### config.mk
export PLATFORM = sky130hd
export DESIGN_NAME = deque_with_delete_by_value
export DESIGN_NICKNAME = d
export VERILOG_FILES = /design/src/hw/rtl/dwd_pkg.sv /design/src/hw/rtl/deque_with_delete_by_value.sv /design/src/hw/rtl/dwd_store.sv /design/src/hw/rtl/dwd_ctrl.sv
export VERILOG_INCLUDE_DIRS = /design/src /design/src/hw/rtl
export SDC_FILE = /design/constraint.sdc
export NUM_CORES = 1
export LEC_CHECK = 0
export ABC_AREA = 1
export BUFFER_PORTS_ARGS = -buffer_cell sky130_fd_sc_hd__buf_2
export CORE_MARGIN = 3
export CORE_UTILIZATION = 52
export CTS_CLUSTER_DIAMETER = 200
export DETAILED_ROUTE_END_ITERATION = 16
export HOLD_SLACK_MARGIN = 0.15
export MAX_ROUTING_LAYER = met4
export PLACE_DENSITY = 0.68
export SETUP_SLACK_MARGIN = 0.4
export SLEW_MARGIN = 10
export SYNTH_ARGS = -nofsm -noshare
export SYNTH_HDL_FRONTEND = slang
export SYNTH_SLANG_ARGS = --single-unit
export TNS_END_PERCENT = 50
### constraint.sdc
create_clock -name clock -period 7.9 [get_ports clock]
set_clock_uncertainty 0.15 [all_clocks]
set_input_delay 0 -clock clock [delete_from_list [all_inputs] [get_ports clock]]
set_output_delay 0 -clock clock [all_outputs]
set_load 0.05 [all_outputs]
### src/hw/rtl/deque_with_delete_by_value_assert.svh
// ---------------------------------------------------------------------------
// Deque assertion macros
// Clocked assertion helpers shared by the deque RTL; empty under synthesis.
// ---------------------------------------------------------------------------
`ifndef DEQUE_WITH_DELETE_BY_VALUE_ASSERT_SVH
`define DEQUE_WITH_DELETE_BY_VALUE_ASSERT_SVH

`ifndef SYNTHESIS
// combinational implication checked every cycle outside reset
`define DWD_ASSERT_IMPLY(label, ante, cons) \
   label: assert property (@(posedge clock) disable iff (reset) (ante) |-> (cons)) \
      else $error("deque assertion failed");
// implication whose consequent is checked in the next cycle
`define DWD_ASSERT_NEXT(label, ante, cons) \
   label: assert property (@(posedge clock) disable iff (reset) (ante) |=> (cons)) \
      else $error("deque assertion failed");
`else
`define DWD_ASSERT_IMPLY(label, ante, cons)
`define DWD_ASSERT_NEXT(label, ante, cons)
`endif

`endif

### src/hw/rtl/dwd_pkg.sv
// ---------------------------------------------------------------------------
// Deque package
// Sizes, request modes, status codes and word types of the deque.
// ---------------------------------------------------------------------------
package dwd_pkg;

   localparam int DEPTH      = 16;
   localparam int ITEM_WIDTH = 32;
   localparam int IDX_W      = $clog2(DEPTH);
   localparam int CNT_W      = $clog2(DEPTH + 1);

   localparam logic [CNT_W-1:0] FULL_COUNT = CNT_W'(DEPTH);

   typedef enum logic [1:0] {
      MODE_PREPEND = 2'd0,
      MODE_APPEND  = 2'd1,
      MODE_DEQUEUE = 2'd2,
      MODE_DELETE  = 2'd3
   } mode_type;

   localparam logic [1:0] ST_OK    = 2'd0;
   localparam logic [1:0] ST_EMPTY = 2'd1;
   localparam logic [1:0] ST_FULL  = 2'd2;

   typedef struct packed {
      mode_type              mode;
      logic [ITEM_WIDTH-1:0] item_value;
   } req_word_type;

   typedef struct packed {
      logic [1:0]            status;
      logic [ITEM_WIDTH-1:0] item_out;
      logic [CNT_W-1:0]      entry_count;
   } rsp_word_type;

   typedef struct packed {
      logic                  en;
      logic [IDX_W-1:0]      addr;
      logic [ITEM_WIDTH-1:0] data;
   } mem_wr_type;

   typedef struct packed {
      logic         valid;
      rsp_word_type word;
   } rsp_push_type;

   // physical slot of the entry at a given offset from the head
   function automatic logic [IDX_W-1:0] slot_of(input logic [IDX_W-1:0] head,
                                                input logic [CNT_W-1:0] offset);
      logic [CNT_W:0] sum;
      sum = {{(CNT_W + 1 - IDX_W){1'b0}}, head} + {1'b0, offset};
      if (sum >= (CNT_W + 1)'(DEPTH)) begin
         sum = sum - (CNT_W + 1)'(DEPTH);
      end
      return sum[IDX_W-1:0];
   endfunction

endpackage

### src/hw/rtl/deque_with_delete_by_value.sv
// ---------------------------------------------------------------------------
// Deque with delete by value
// Bounded double-ended queue of tags with prepend, append, dequeue and
// order-keeping delete of all matching entries.
// ---------------------------------------------------------------------------
// One request word is taken at a time and gives one response word. Prepend
// and append go from idle straight to the send state; dequeue passes through
// an extra state for the registered memory read, and delete stays in the
// delete state while the sequencer walks every held entry through the single
// read port and compares it against the tag, writing keepers back in place
// through the write port. Delete on an empty queue goes straight to the send
// state. The response register lets a new request be taken while the last
// response is still stalled; a finished request waits in the sequencer only
// when that register is still full. No clearing pass follows reset.
`include "deque_with_delete_by_value_assert.svh"

module deque_with_delete_by_value (
   input  logic                  clock,
   input  logic                  reset,
   input  logic                  req_valid,
   output logic                  req_stall,
   input  dwd_pkg::req_word_type req_word,
   output logic                  rsp_valid,
   input  logic                  rsp_stall,
   output dwd_pkg::rsp_word_type rsp_word
);

   dwd_pkg::mem_wr_type            mem_wr;
   logic [dwd_pkg::IDX_W-1:0]      mem_rd_addr;
   logic [dwd_pkg::ITEM_WIDTH-1:0] mem_rd_data;
   dwd_pkg::rsp_push_type          push;
   logic                           slot_free;
   logic                           rsp_valid_ff, rsp_valid_in;
   dwd_pkg::rsp_word_type          rsp_word_ff, rsp_word_in;

   dwd_ctrl u_ctrl (
      .clock       (clock),
      .reset       (reset),
      .req_valid   (req_valid),
      .req_stall   (req_stall),
      .req_word    (req_word),
      .slot_free   (slot_free),
      .push        (push),
      .mem_wr      (mem_wr),
      .mem_rd_addr (mem_rd_addr),
      .mem_rd_data (mem_rd_data)
   );

   dwd_store u_store (
      .clock   (clock),
      .wr      (mem_wr),
      .rd_addr (mem_rd_addr),
      .rd_data (mem_rd_data)
   );

   assign slot_free = !rsp_valid_ff || !rsp_stall;

   always_comb begin
      rsp_valid_in = rsp_valid_ff;
      rsp_word_in  = rsp_word_ff;
      if (push.valid) begin
         rsp_valid_in = 1'b1;
         rsp_word_in  = push.word;
      end else if (!rsp_stall) begin
         rsp_valid_in = 1'b0;
      end
   end

   always_ff @(posedge clock) begin
      if (reset) begin
         rsp_valid_ff <= 1'b0;
      end else begin
         rsp_valid_ff <= rsp_valid_in;
      end
   end

   always_ff @(posedge clock) begin
      rsp_word_ff <= rsp_word_in;
   end

   assign rsp_valid = rsp_valid_ff;
   assign rsp_word  = rsp_word_ff;

   `DWD_ASSERT_IMPLY(a_push_into_free_slot, push.valid, slot_free)
   `DWD_ASSERT_IMPLY(a_count_in_range, rsp_valid, rsp_word.entry_count <= dwd_pkg::FULL_COUNT)
   `DWD_ASSERT_IMPLY(a_full_means_full, rsp_valid && rsp_word.status == dwd_pkg::ST_FULL, rsp_word.entry_count == dwd_pkg::FULL_COUNT)
   `DWD_ASSERT_NEXT(a_push_lands, push.valid, rsp_valid)

endmodule

### src/hw/rtl/dwd_store.sv
// ---------------------------------------------------------------------------
// Deque entry store
// Entry memory with one write port and one registered read port.
// ---------------------------------------------------------------------------
module dwd_store (
   input  logic                           clock,
   input  dwd_pkg::mem_wr_type            wr,
   input  logic [dwd_pkg::IDX_W-1:0]      rd_addr,
   output logic [dwd_pkg::ITEM_WIDTH-1:0] rd_data
);

   logic [dwd_pkg::ITEM_WIDTH-1:0] entry_mem_ff [dwd_pkg::DEPTH];
   logic [dwd_pkg::ITEM_WIDTH-1:0] rd_data_ff;

   always_ff @(posedge clock) begin
      if (wr.en) begin
         entry_mem_ff[wr.addr] <= wr.data;
      end
   end

   always_ff @(posedge clock) begin
      rd_data_ff <= entry_mem_ff[rd_addr];
   end

   assign rd_data = rd_data_ff;

endmodule

### src/hw/rtl/dwd_ctrl.sv
// ---------------------------------------------------------------------------
// Deque sequencer
// Head/occupancy bookkeeping and the compare-and-compact walk for delete.
// ---------------------------------------------------------------------------
module dwd_ctrl (
   input  logic                           clock,
   input  logic                           reset,
   input  logic                           req_valid,
   output logic                           req_stall,
   input  dwd_pkg::req_word_type          req_word,
   input  logic                           slot_free,
   output dwd_pkg::rsp_push_type          push,
   output dwd_pkg::mem_wr_type            mem_wr,
   output logic [dwd_pkg::IDX_W-1:0]      mem_rd_addr,
   input  logic [dwd_pkg::ITEM_WIDTH-1:0] mem_rd_data
);

   typedef enum logic [3:0] {
      S_IDLE = 4'b0001,
      S_DEQ  = 4'b0010,
      S_DEL  = 4'b0100,
      S_SEND = 4'b1000
   } state_type;

   state_type                      state_ff, state_in;
   logic [dwd_pkg::IDX_W-1:0]      head_ff, head_in;
   logic [dwd_pkg::CNT_W-1:0]      occ_ff, occ_in;
   logic [dwd_pkg::ITEM_WIDTH-1:0] tag_ff, tag_in;
   logic [dwd_pkg::CNT_W-1:0]      rd_idx_ff, rd_idx_in;
   logic [dwd_pkg::CNT_W-1:0]      wr_cnt_ff, wr_cnt_in;
   logic                           pend_ff, pend_in;
   dwd_pkg::rsp_word_type          res_ff, res_in;

   always_comb begin
      state_in    = state_ff;
      head_in     = head_ff;
      occ_in      = occ_ff;
      tag_in      = tag_ff;
      rd_idx_in   = rd_idx_ff;
      wr_cnt_in   = wr_cnt_ff;
      pend_in     = pend_ff;
      res_in      = res_ff;
      mem_wr      = '0;
      mem_rd_addr = head_ff;
      push.valid  = 1'b0;
      push.word   = res_ff;
      req_stall   = (state_ff != S_IDLE);

      case (state_ff)
         S_IDLE: begin
            if (req_valid) begin
               res_in.status   = dwd_pkg::ST_OK;
               res_in.item_out = '0;
               state_in        = S_SEND;
               case (req_word.mode)
                  dwd_pkg::MODE_PREPEND: begin
                     if (occ_ff == dwd_pkg::FULL_COUNT) begin
                        res_in.status = dwd_pkg::ST_FULL;
                     end else begin
                        head_in     = (head_ff == '0) ? dwd_pkg::IDX_W'(dwd_pkg::DEPTH - 1)
                                                      : head_ff - dwd_pkg::IDX_W'(1);
                        mem_wr.en   = 1'b1;
                        mem_wr.addr = head_in;
                        mem_wr.data = req_word.item_value;
                        occ_in      = occ_ff + dwd_pkg::CNT_W'(1);
                     end
                  end
                  dwd_pkg::MODE_APPEND: begin
                     if (occ_ff == dwd_pkg::FULL_COUNT) begin
                        res_in.status = dwd_pkg::ST_FULL;
                     end else begin
                        mem_wr.en   = 1'b1;
                        mem_wr.addr = dwd_pkg::slot_of(head_ff, occ_ff);
                        mem_wr.data = req_word.item_value;
                        occ_in      = occ_ff + dwd_pkg::CNT_W'(1);
                     end
                  end
                  dwd_pkg::MODE_DEQUEUE: begin
                     if (occ_ff == '0) begin
                        res_in.status = dwd_pkg::ST_EMPTY;
                     end else begin
                        // read at the old head is issued this cycle
                        head_in  = dwd_pkg::slot_of(head_ff, dwd_pkg::CNT_W'(1));
                        occ_in   = occ_ff - dwd_pkg::CNT_W'(1);
                        state_in = S_DEQ;
                     end
                  end
                  dwd_pkg::MODE_DELETE: begin
                     if (occ_ff == '0) begin
                        res_in.status = dwd_pkg::ST_EMPTY;
                     end else begin
                        tag_in    = req_word.item_value;
                        rd_idx_in = dwd_pkg::CNT_W'(1);
                        wr_cnt_in = '0;
                        pend_in   = 1'b1;
                        state_in  = S_DEL;
                     end
                  end
                  default: begin
                     res_in.status = dwd_pkg::ST_EMPTY;
                  end
               endcase
               res_in.entry_count = occ_in;
            end
         end
         S_DEQ: begin
            res_in.item_out = mem_rd_data;
            state_in        = S_SEND;
         end
         S_DEL: begin
            mem_rd_addr = dwd_pkg::slot_of(head_ff, rd_idx_ff);
            if (pend_ff) begin
               // keepers slide down to the write index; it never passes the read index
               if (mem_rd_data != tag_ff) begin
                  mem_wr.en   = 1'b1;
                  mem_wr.addr = dwd_pkg::slot_of(head_ff, wr_cnt_ff);
                  mem_wr.data = mem_rd_data;
                  wr_cnt_in   = wr_cnt_ff + dwd_pkg::CNT_W'(1);
               end
               if (rd_idx_ff < occ_ff) begin
                  rd_idx_in = rd_idx_ff + dwd_pkg::CNT_W'(1);
               end else begin
                  pend_in = 1'b0;
               end
            end else begin
               occ_in             = wr_cnt_ff;
               res_in.status      = (wr_cnt_ff == occ_ff) ? dwd_pkg::ST_EMPTY
                                                          : dwd_pkg::ST_OK;
               res_in.item_out    = '0;
               res_in.entry_count = wr_cnt_ff;
               state_in           = S_SEND;
            end
         end
         S_SEND: begin
            push.valid = slot_free;
            if (slot_free) begin
               state_in = S_IDLE;
            end
         end
         default: begin
            state_in = S_IDLE;
         end
      endcase
   end

   always_ff @(posedge clock) begin
      if (reset) begin
         state_ff <= S_IDLE;
         head_ff  <= '0;
         occ_ff   <= '0;
         pend_ff  <= 1'b0;
      end else begin
         state_ff <= state_in;
         head_ff  <= head_in;
         occ_ff   <= occ_in;
         pend_ff  <= pend_in;
      end
   end

   always_ff @(posedge clock) begin
      tag_ff    <= tag_in;
      rd_idx_ff <= rd_idx_in;
      wr_cnt_ff <= wr_cnt_in;
      res_ff    <= res_in;
   end

endmodule

# After elaboration in Yosys (flattened, before gate mapping)
# Memories as Yosys holds them, arrays and structs flattened. A register that Yosys moved wholly into a read port is not among the register bits.
# Index checks and enable logic that the tools add are counted.
# W data, S select, Z words.
[word_totals]
ram_bits = 512
mem_count = 1
out_inout_bits = 41
wordCells = 136
register_bits = 135
in_bits = 38
[mem_list]
columns = ["memory", "words", "word_bits", "rd", "rd_ports_with_merged_regs", "write_ports", "line", "rtl"]
rows = [
  ["u_store.entry_mem_ff", 16, 32, 1, 1, 1, "dwd_store.sv:12", "logic [dwd_pkg::ITEM_WIDTH-1:0] entry_mem_ff [dwd_pkg::DEPTH];"],
]
[classes]
n_mux = 61
n_lt_le_gt_ge = 5
reduce_logical = 19
n_bitwise = 1
n_eq_ne = 22
addsub = 13
[ops]
columns = ["operator", "count"]
rows = [
  ["$mux W37", 5],
  ["$pmux W37 S2", 2],
  ["$pmux W32 S3", 1],
  ["$mux W39", 2],
  ["$mux W5", 14],
  ["$mux W4", 13],
  ["$pmux W5 S2", 5],
  ["$ne A32 B32 Y1", 1],
  ["$sub A4 B1 Y4 const B", 5],
  ["$add A4 B5 Y6", 3],
  ["$ge A6 B5 Y1 const B", 3],
  ["$pmux W4 S2", 2],
  ["$pmux W4 S4", 1],
  ["$add A5 B1 Y5 const B", 3],
  ["$mux W1", 12],
  ["$ne A2 B2 Y1 const B", 6],
  ["$reduce_and A6 Y1", 2],
  ["$ne A2 B1 Y1 const B", 5],
  ["$reduce_and A3 Y1", 3],
  ["$pmux W2 S2", 2],
  ["$reduce_and A4 Y1", 2],
  ["$add A4 B1 Y5 const B", 1],
  ["$eq A5 B5 Y1", 1],
  ["$eq A5 B5 Y1 const B", 1],
  ["other kinds (22)", 26],
]

# Longest topological paths before layout
[logic_depth]
depth_word = 9
depth_mapped = 13
depth_no_buf = 13

# By module
# From an unflattened synthesis, not the netlist that was laid out.
[hier_totals]
hier_cells = 2858
area_unflattened_um2 = 29674.7
[modules_own_cells]
columns = ["mod", "seq_area_each_um2", "instances", "area_each_um2", "cells_per_inst"]
rows = [
  ["dwd_store", 16015.4, 1, 22730.6, 2120],
  ["dwd_ctrl", 2712.6, 1, 5734.2, 695],
  ["deque_with_delete_by_value", 1191.1, 1, 1209.9, 43],
]

# Worst setup path after synthesis
# Ideal clock, no wire load.
[synth_path]
kind = "flip-flop to flip-flop"
from = "register u_ctrl.state_ff[3]"
to = "register u_ctrl.wr_cnt_ff[0] in the netlist's numbering (enable)"
path_slack_ps = 3358
setup_ps = 318
path_stages_with_launch = 10
synth_period_minus_slack_ps = 4542
path_buffers = 0
t_arrival_ps = 4073
t_required_ps = 7432
cell_sequence = "dfxtp_1 > inv_1 > nand2_1 > inv_1 > nand3_1 > nor2_1 > inv_1 > nor3_1 > inv_1 > nand2_1"
[synth_between]
elab_chain_cells = 3
elab_cells_between_ends = 9
cone_classes = "7 x eq/ne; 2 x reduce/logical"
[synth_rtl]
columns = ["item", "line", "rtl"]
rows = [
  ["start, declared", "dwd_ctrl.sv:25", "state_type state_ff, state_in;"],
  ["start signal, assigned", "dwd_ctrl.sv:153", "state_ff <= state_in;"],
  ["$eq A4 B3 Y1 / $eq A4 B1 Y1 (equally long branches)", "dwd_ctrl.sv:49", "case (state_ff)"],
  ["$ne A2 B1 Y1 (no source line) (tied with other cells)", "--", ""],
  ["$reduce_and A6 Y1 (no source line) (*)", "--", ""],
  ["end signal, assigned", "dwd_ctrl.sv:163", "wr_cnt_ff <= wr_cnt_in;"],
  ["end, declared", "dwd_ctrl.sv:30", "logic [dwd_pkg::CNT_W-1:0] wr_cnt_ff, wr_cnt_in;"],
]
# Every way passes the cells marked *; elsewhere a longest branch is shown, timed or not.
# A chain may end at the register's enable or synchronous reset.

# Worst setup path after layout
[layout_path]
from = "register u_ctrl.head_ff[0] in the netlist's numbering"
to = "register u_store.rd_data_ff (netlist bit u_store.rd_data[21]), read port of u_store.entry_mem_ff"
[layout_between]
elab_chain_cells = 4
elab_cells_between_ends = 5
cone_classes = "2 x add/sub; 1 x order compare; 2 x mux"
[layout_rtl]
columns = ["item", "line", "rtl"]
rows = [
  ["start, declared", "dwd_ctrl.sv:26", "logic [dwd_pkg::IDX_W-1:0] head_ff, head_in;"],
  ["start signal, assigned", "dwd_ctrl.sv:154", "head_ff <= head_in;"],
  ["$add A4 B5 Y6", "dwd_pkg.sv:51", "sum = {{(CNT_W + 1 - IDX_W){1'b0}}, head} + {1'b0, offset};"],
  ["$ge A6 B5 Y1 / $sub A4 B1 Y4 (equally long branches)", "dwd_pkg.sv:52, dwd_pkg.sv:53", ""],
  ["$mux W4", "dwd_pkg.sv:52", "if (sum >= (CNT_W + 1)'(DEPTH)) begin"],
  ["$mux W4 (*)", "dwd_ctrl.sv:49", ""],
  ["end, declared", "dwd_store.sv:13", "logic [dwd_pkg::ITEM_WIDTH-1:0] rd_data_ff;"],
]
# Marked as above.

==> flow_summary.json <==
{
  "status": "complete, no violations",
  "htree_levels": 3,
  "num_vias": 17900,
  "maxSlewViolCount": 0,
  "worstHoldEndpoint": "u_ctrl.state_ff[0]",
  "grt_overflow": 0,
  "min_period_over_period": 0.554,
  "drv_cap": 0,
  "rsz0062_at_grt": "false",
  "insertedDiodeCount": 0,
  "layout_min_cycle_time_ns": 4.38,
  "place_ws_ns": 3.59,
  "core-area_mm2": 0.0520,
  "cts_resized": 0,
  "whs_ns": 0.226,
  "end_kind": "flip-flop",
  "final_antenna_net_count": 0,
  "syn_inst": 2233,
  "cts_sinks": 679,
  "r2r_setup_slack_ns": 3.52,
  "ys_seq_area_frac": 0.719,
  "peakVddDrop_mv": 0.190,
  "cp.required_ns": 8.22,
  "critical_path_buf_inv_count": 5,
  "port_buffers": 78,
  "setup.worst_path.start_class": "flip-flop",
  "viasPerCell": 5.74,
  "instances_no_fill": 3124,
  "ys_ff_latch": 679,
  "final_cell_mix": "edfxtp_1, o21ai_0, inv_1",
  "place_congestion": 0.880,
  "areaGrowthSynthToFinish_pct": 15.4,
  "dpl.hpwl_um": 37100,
  "drc": 0,
  "clk_pin_slew_ns": 0.06,
  "hold_start": "reset",
  "routed_wirelength_um": 67700,
  "cp.depth": 13,
  "path_class": "flip-flop to flip-flop",
  "hp-class": "primary input to flip-flop",
  "clockRootBuffer": "clkbuf_16",
  "die-area_mm2": 0.0561,
  "setup_tns_ns": 0,
  "ys.flop_type": "edfxtp_1",
  "grt_pass1_wl_um": 104000,
  "grt_pass1_vias": 17700,
  "drt_first_pass_iters": 5,
  "fillers": 3896,
  "cp_max_fo": 65,
  "cts_tree": "done",
  "wl_per_cell_um": 21.7,
  "path_delay_family": "buffers and inverters",
  "yosys_warnings": 0,
  "hold_violations": 0,
  "p_leak_nw": 11.4,
  "syn-num-nets": 2294,
  "fin_util": 0.615,
  "tightestPinTransition_ns": 1.17,
  "nNetsFinal": 2453,
  "slowest_stage": "clkinv_2",
  "drive_gt1_frac": 0.109,
  "arrival_ns": 4.70,
  "synth_edf_count": 632,
  "fmax_mhz": 228,
  "whs_path_depth": 4,
  "slew_headroom": 0.217,
  "synth_cell_types": 39,
  "numPlacedInstances": 2924,
  "start_util": 0.533,
  "grt_use_total": 0.248,
  "die_w_um": 237,
  "setup_viol_count_final": 0,
  "avgSynthCellArea_um2": 12.4,
  "reg2reg_depth": 13,
  "r2r-end": "u_store.rd_data[21]",
  "num_rows": 83,
  "rr_startpoint": "u_ctrl.head_ff[0]",
  "async_reset_ff_frac": 0,
  "p_per_area_mw_per_mm2": 303,
  "drt_iter0_drc": 1952,
  "clk_latency_ns": 0.58,
  "chipHeight_um": 237,
  "io_pins": 79,
  "antenna_found_initial": 0,
  "final_common_cell": "edfxtp_1",
  "syn_area_mm2": 0.0277,
  "fin_ws_ns": 3.52,
  "clk_path_buf_depth": 3,
  "path_cells": "ha_1, inv_1, fa_1, o21ai_4, buf_4, clkinv_2, buf_4, o21ai_0, inv_1, o21ai_1, nand3_1, nand3_1, nand2_1",
  "cts_made_buffers": 68,
  "grt_start_max_net_pins": 154,
  "slowest_delay_ns": 0.82
}
[cell usage after synthesis, drive strengths merged (3+ instances only)]
master,count,area share
o21ai,474,0.086
edfxtp,632,0.68
xnor2,30,0.0095
nand4,3,0.00068
fa,3,0.0022
nor2,123,0.017
nand2,187,0.026
a211oi,4,0.0011
nor3,3,0.00054
xor2,10,0.0034
inv,256,0.035
clkbuf,33,0.0048
dfxtp,47,0.034
o21bai,67,0.018
buf,87,0.018
o211ai,36,0.0098
a21oi,25,0.0045
nand3,183,0.034
ha,20,0.0090
[tightest hold or removal path, stage by stage]
cell and delay (ns):
dlygate4sd3_1 0.52, buf_2 0.12, inv_1 0.16, o31ai_1 0.11
[timing repair]
item,4_1_cts,5_1_grt
hold buffers,75,0
endpoints found under the hold margin,610,0
setup buffers,0,0
[power by group]
group / internal (mW) / switching [mW]
combinational: 0.583 / 1.40
sequential: 4.40 / 0.185
clock: 1.83 / 1.30
[layer usage]
layer  routed length, µm  track usage
met5                   0            -
met4                2190       0.0909
met3                5260       0.0404
met2               31600        0.377
met1               28700        0.340
[through the flow]
step           cell area [µm²]  power, mW
2_1_floorplan            27700       5.96
3_3_place_gp             28900       6.53
3_5_place_dp             29000       6.59
4_1_cts                  31900       9.74
5_1_grt                  32000       10.1
6_report                 32000       9.71
[registers in the layout, indices dropped and copies added (netlist names)]
register and flops:
u_ctrl.head_ff 4, u_ctrl.tag_ff 32, rsp_valid 1, u_store.entry_mem_ff 512, u_ctrl.occ_ff 5, u_ctrl.pend_ff 1
u_ctrl.rd_idx_ff 5, u_ctrl.push 39, u_store.rd_data 32, u_ctrl.state_ff 4, rsp_word 39, u_ctrl.wr_cnt_ff 5
[kinds of logic (layout without fill, tap and decap cells)]
group / Yosys count / count (layout) / share of synthesized area
buf+inv: 377 / 588 / 0.0581
xor+xnor: 40 / 40 / 0.0129
fa+ha+maj: 23 / 23 / 0.0112
compound gates: 613 / 613 / 0.121
simple gates: 501 / 501 / 0.0776
flops: 679 / 679 / 0.719
[how the worst max path moves through the flow]
stage | slack [ns] | start | end
after floorplan | 3.36 | u_ctrl.state_ff[3] | u_ctrl.wr_cnt_ff[0]
after global placement | 3.67 | u_ctrl.head_ff[1] | u_store.rd_data[27]
after detailed placement | 3.59 | u_ctrl.head_ff[1] | u_store.rd_data[21]
after CTS | 3.51 | u_ctrl.head_ff[1] | u_store.rd_data[21]
after global routing | 3.29 | u_ctrl.head_ff[1] | u_store.rd_data[21]
final | 3.52 | u_ctrl.head_ff[0] | u_store.rd_data[21]
[layout make-up]
| class | instances | area [µm²] | area share |
|---|---|---|---|
| clock buffers | 94 | 1920 | 0.0601 |
| multi-input cells | 1177 | 6380 | 0.200 |
| inverters | 257 | 967 | 0.0302 |
| well taps | 680 | 851 | 0.0266 |
| flip-flops and latches | 679 | 19900 | 0.623 |
| clock inverters | 28 | 244 | 0.00763 |
| repair buffers | 209 | 1700 | 0.0531 |
No activity file was read; power rests on OpenSTA's default activity.
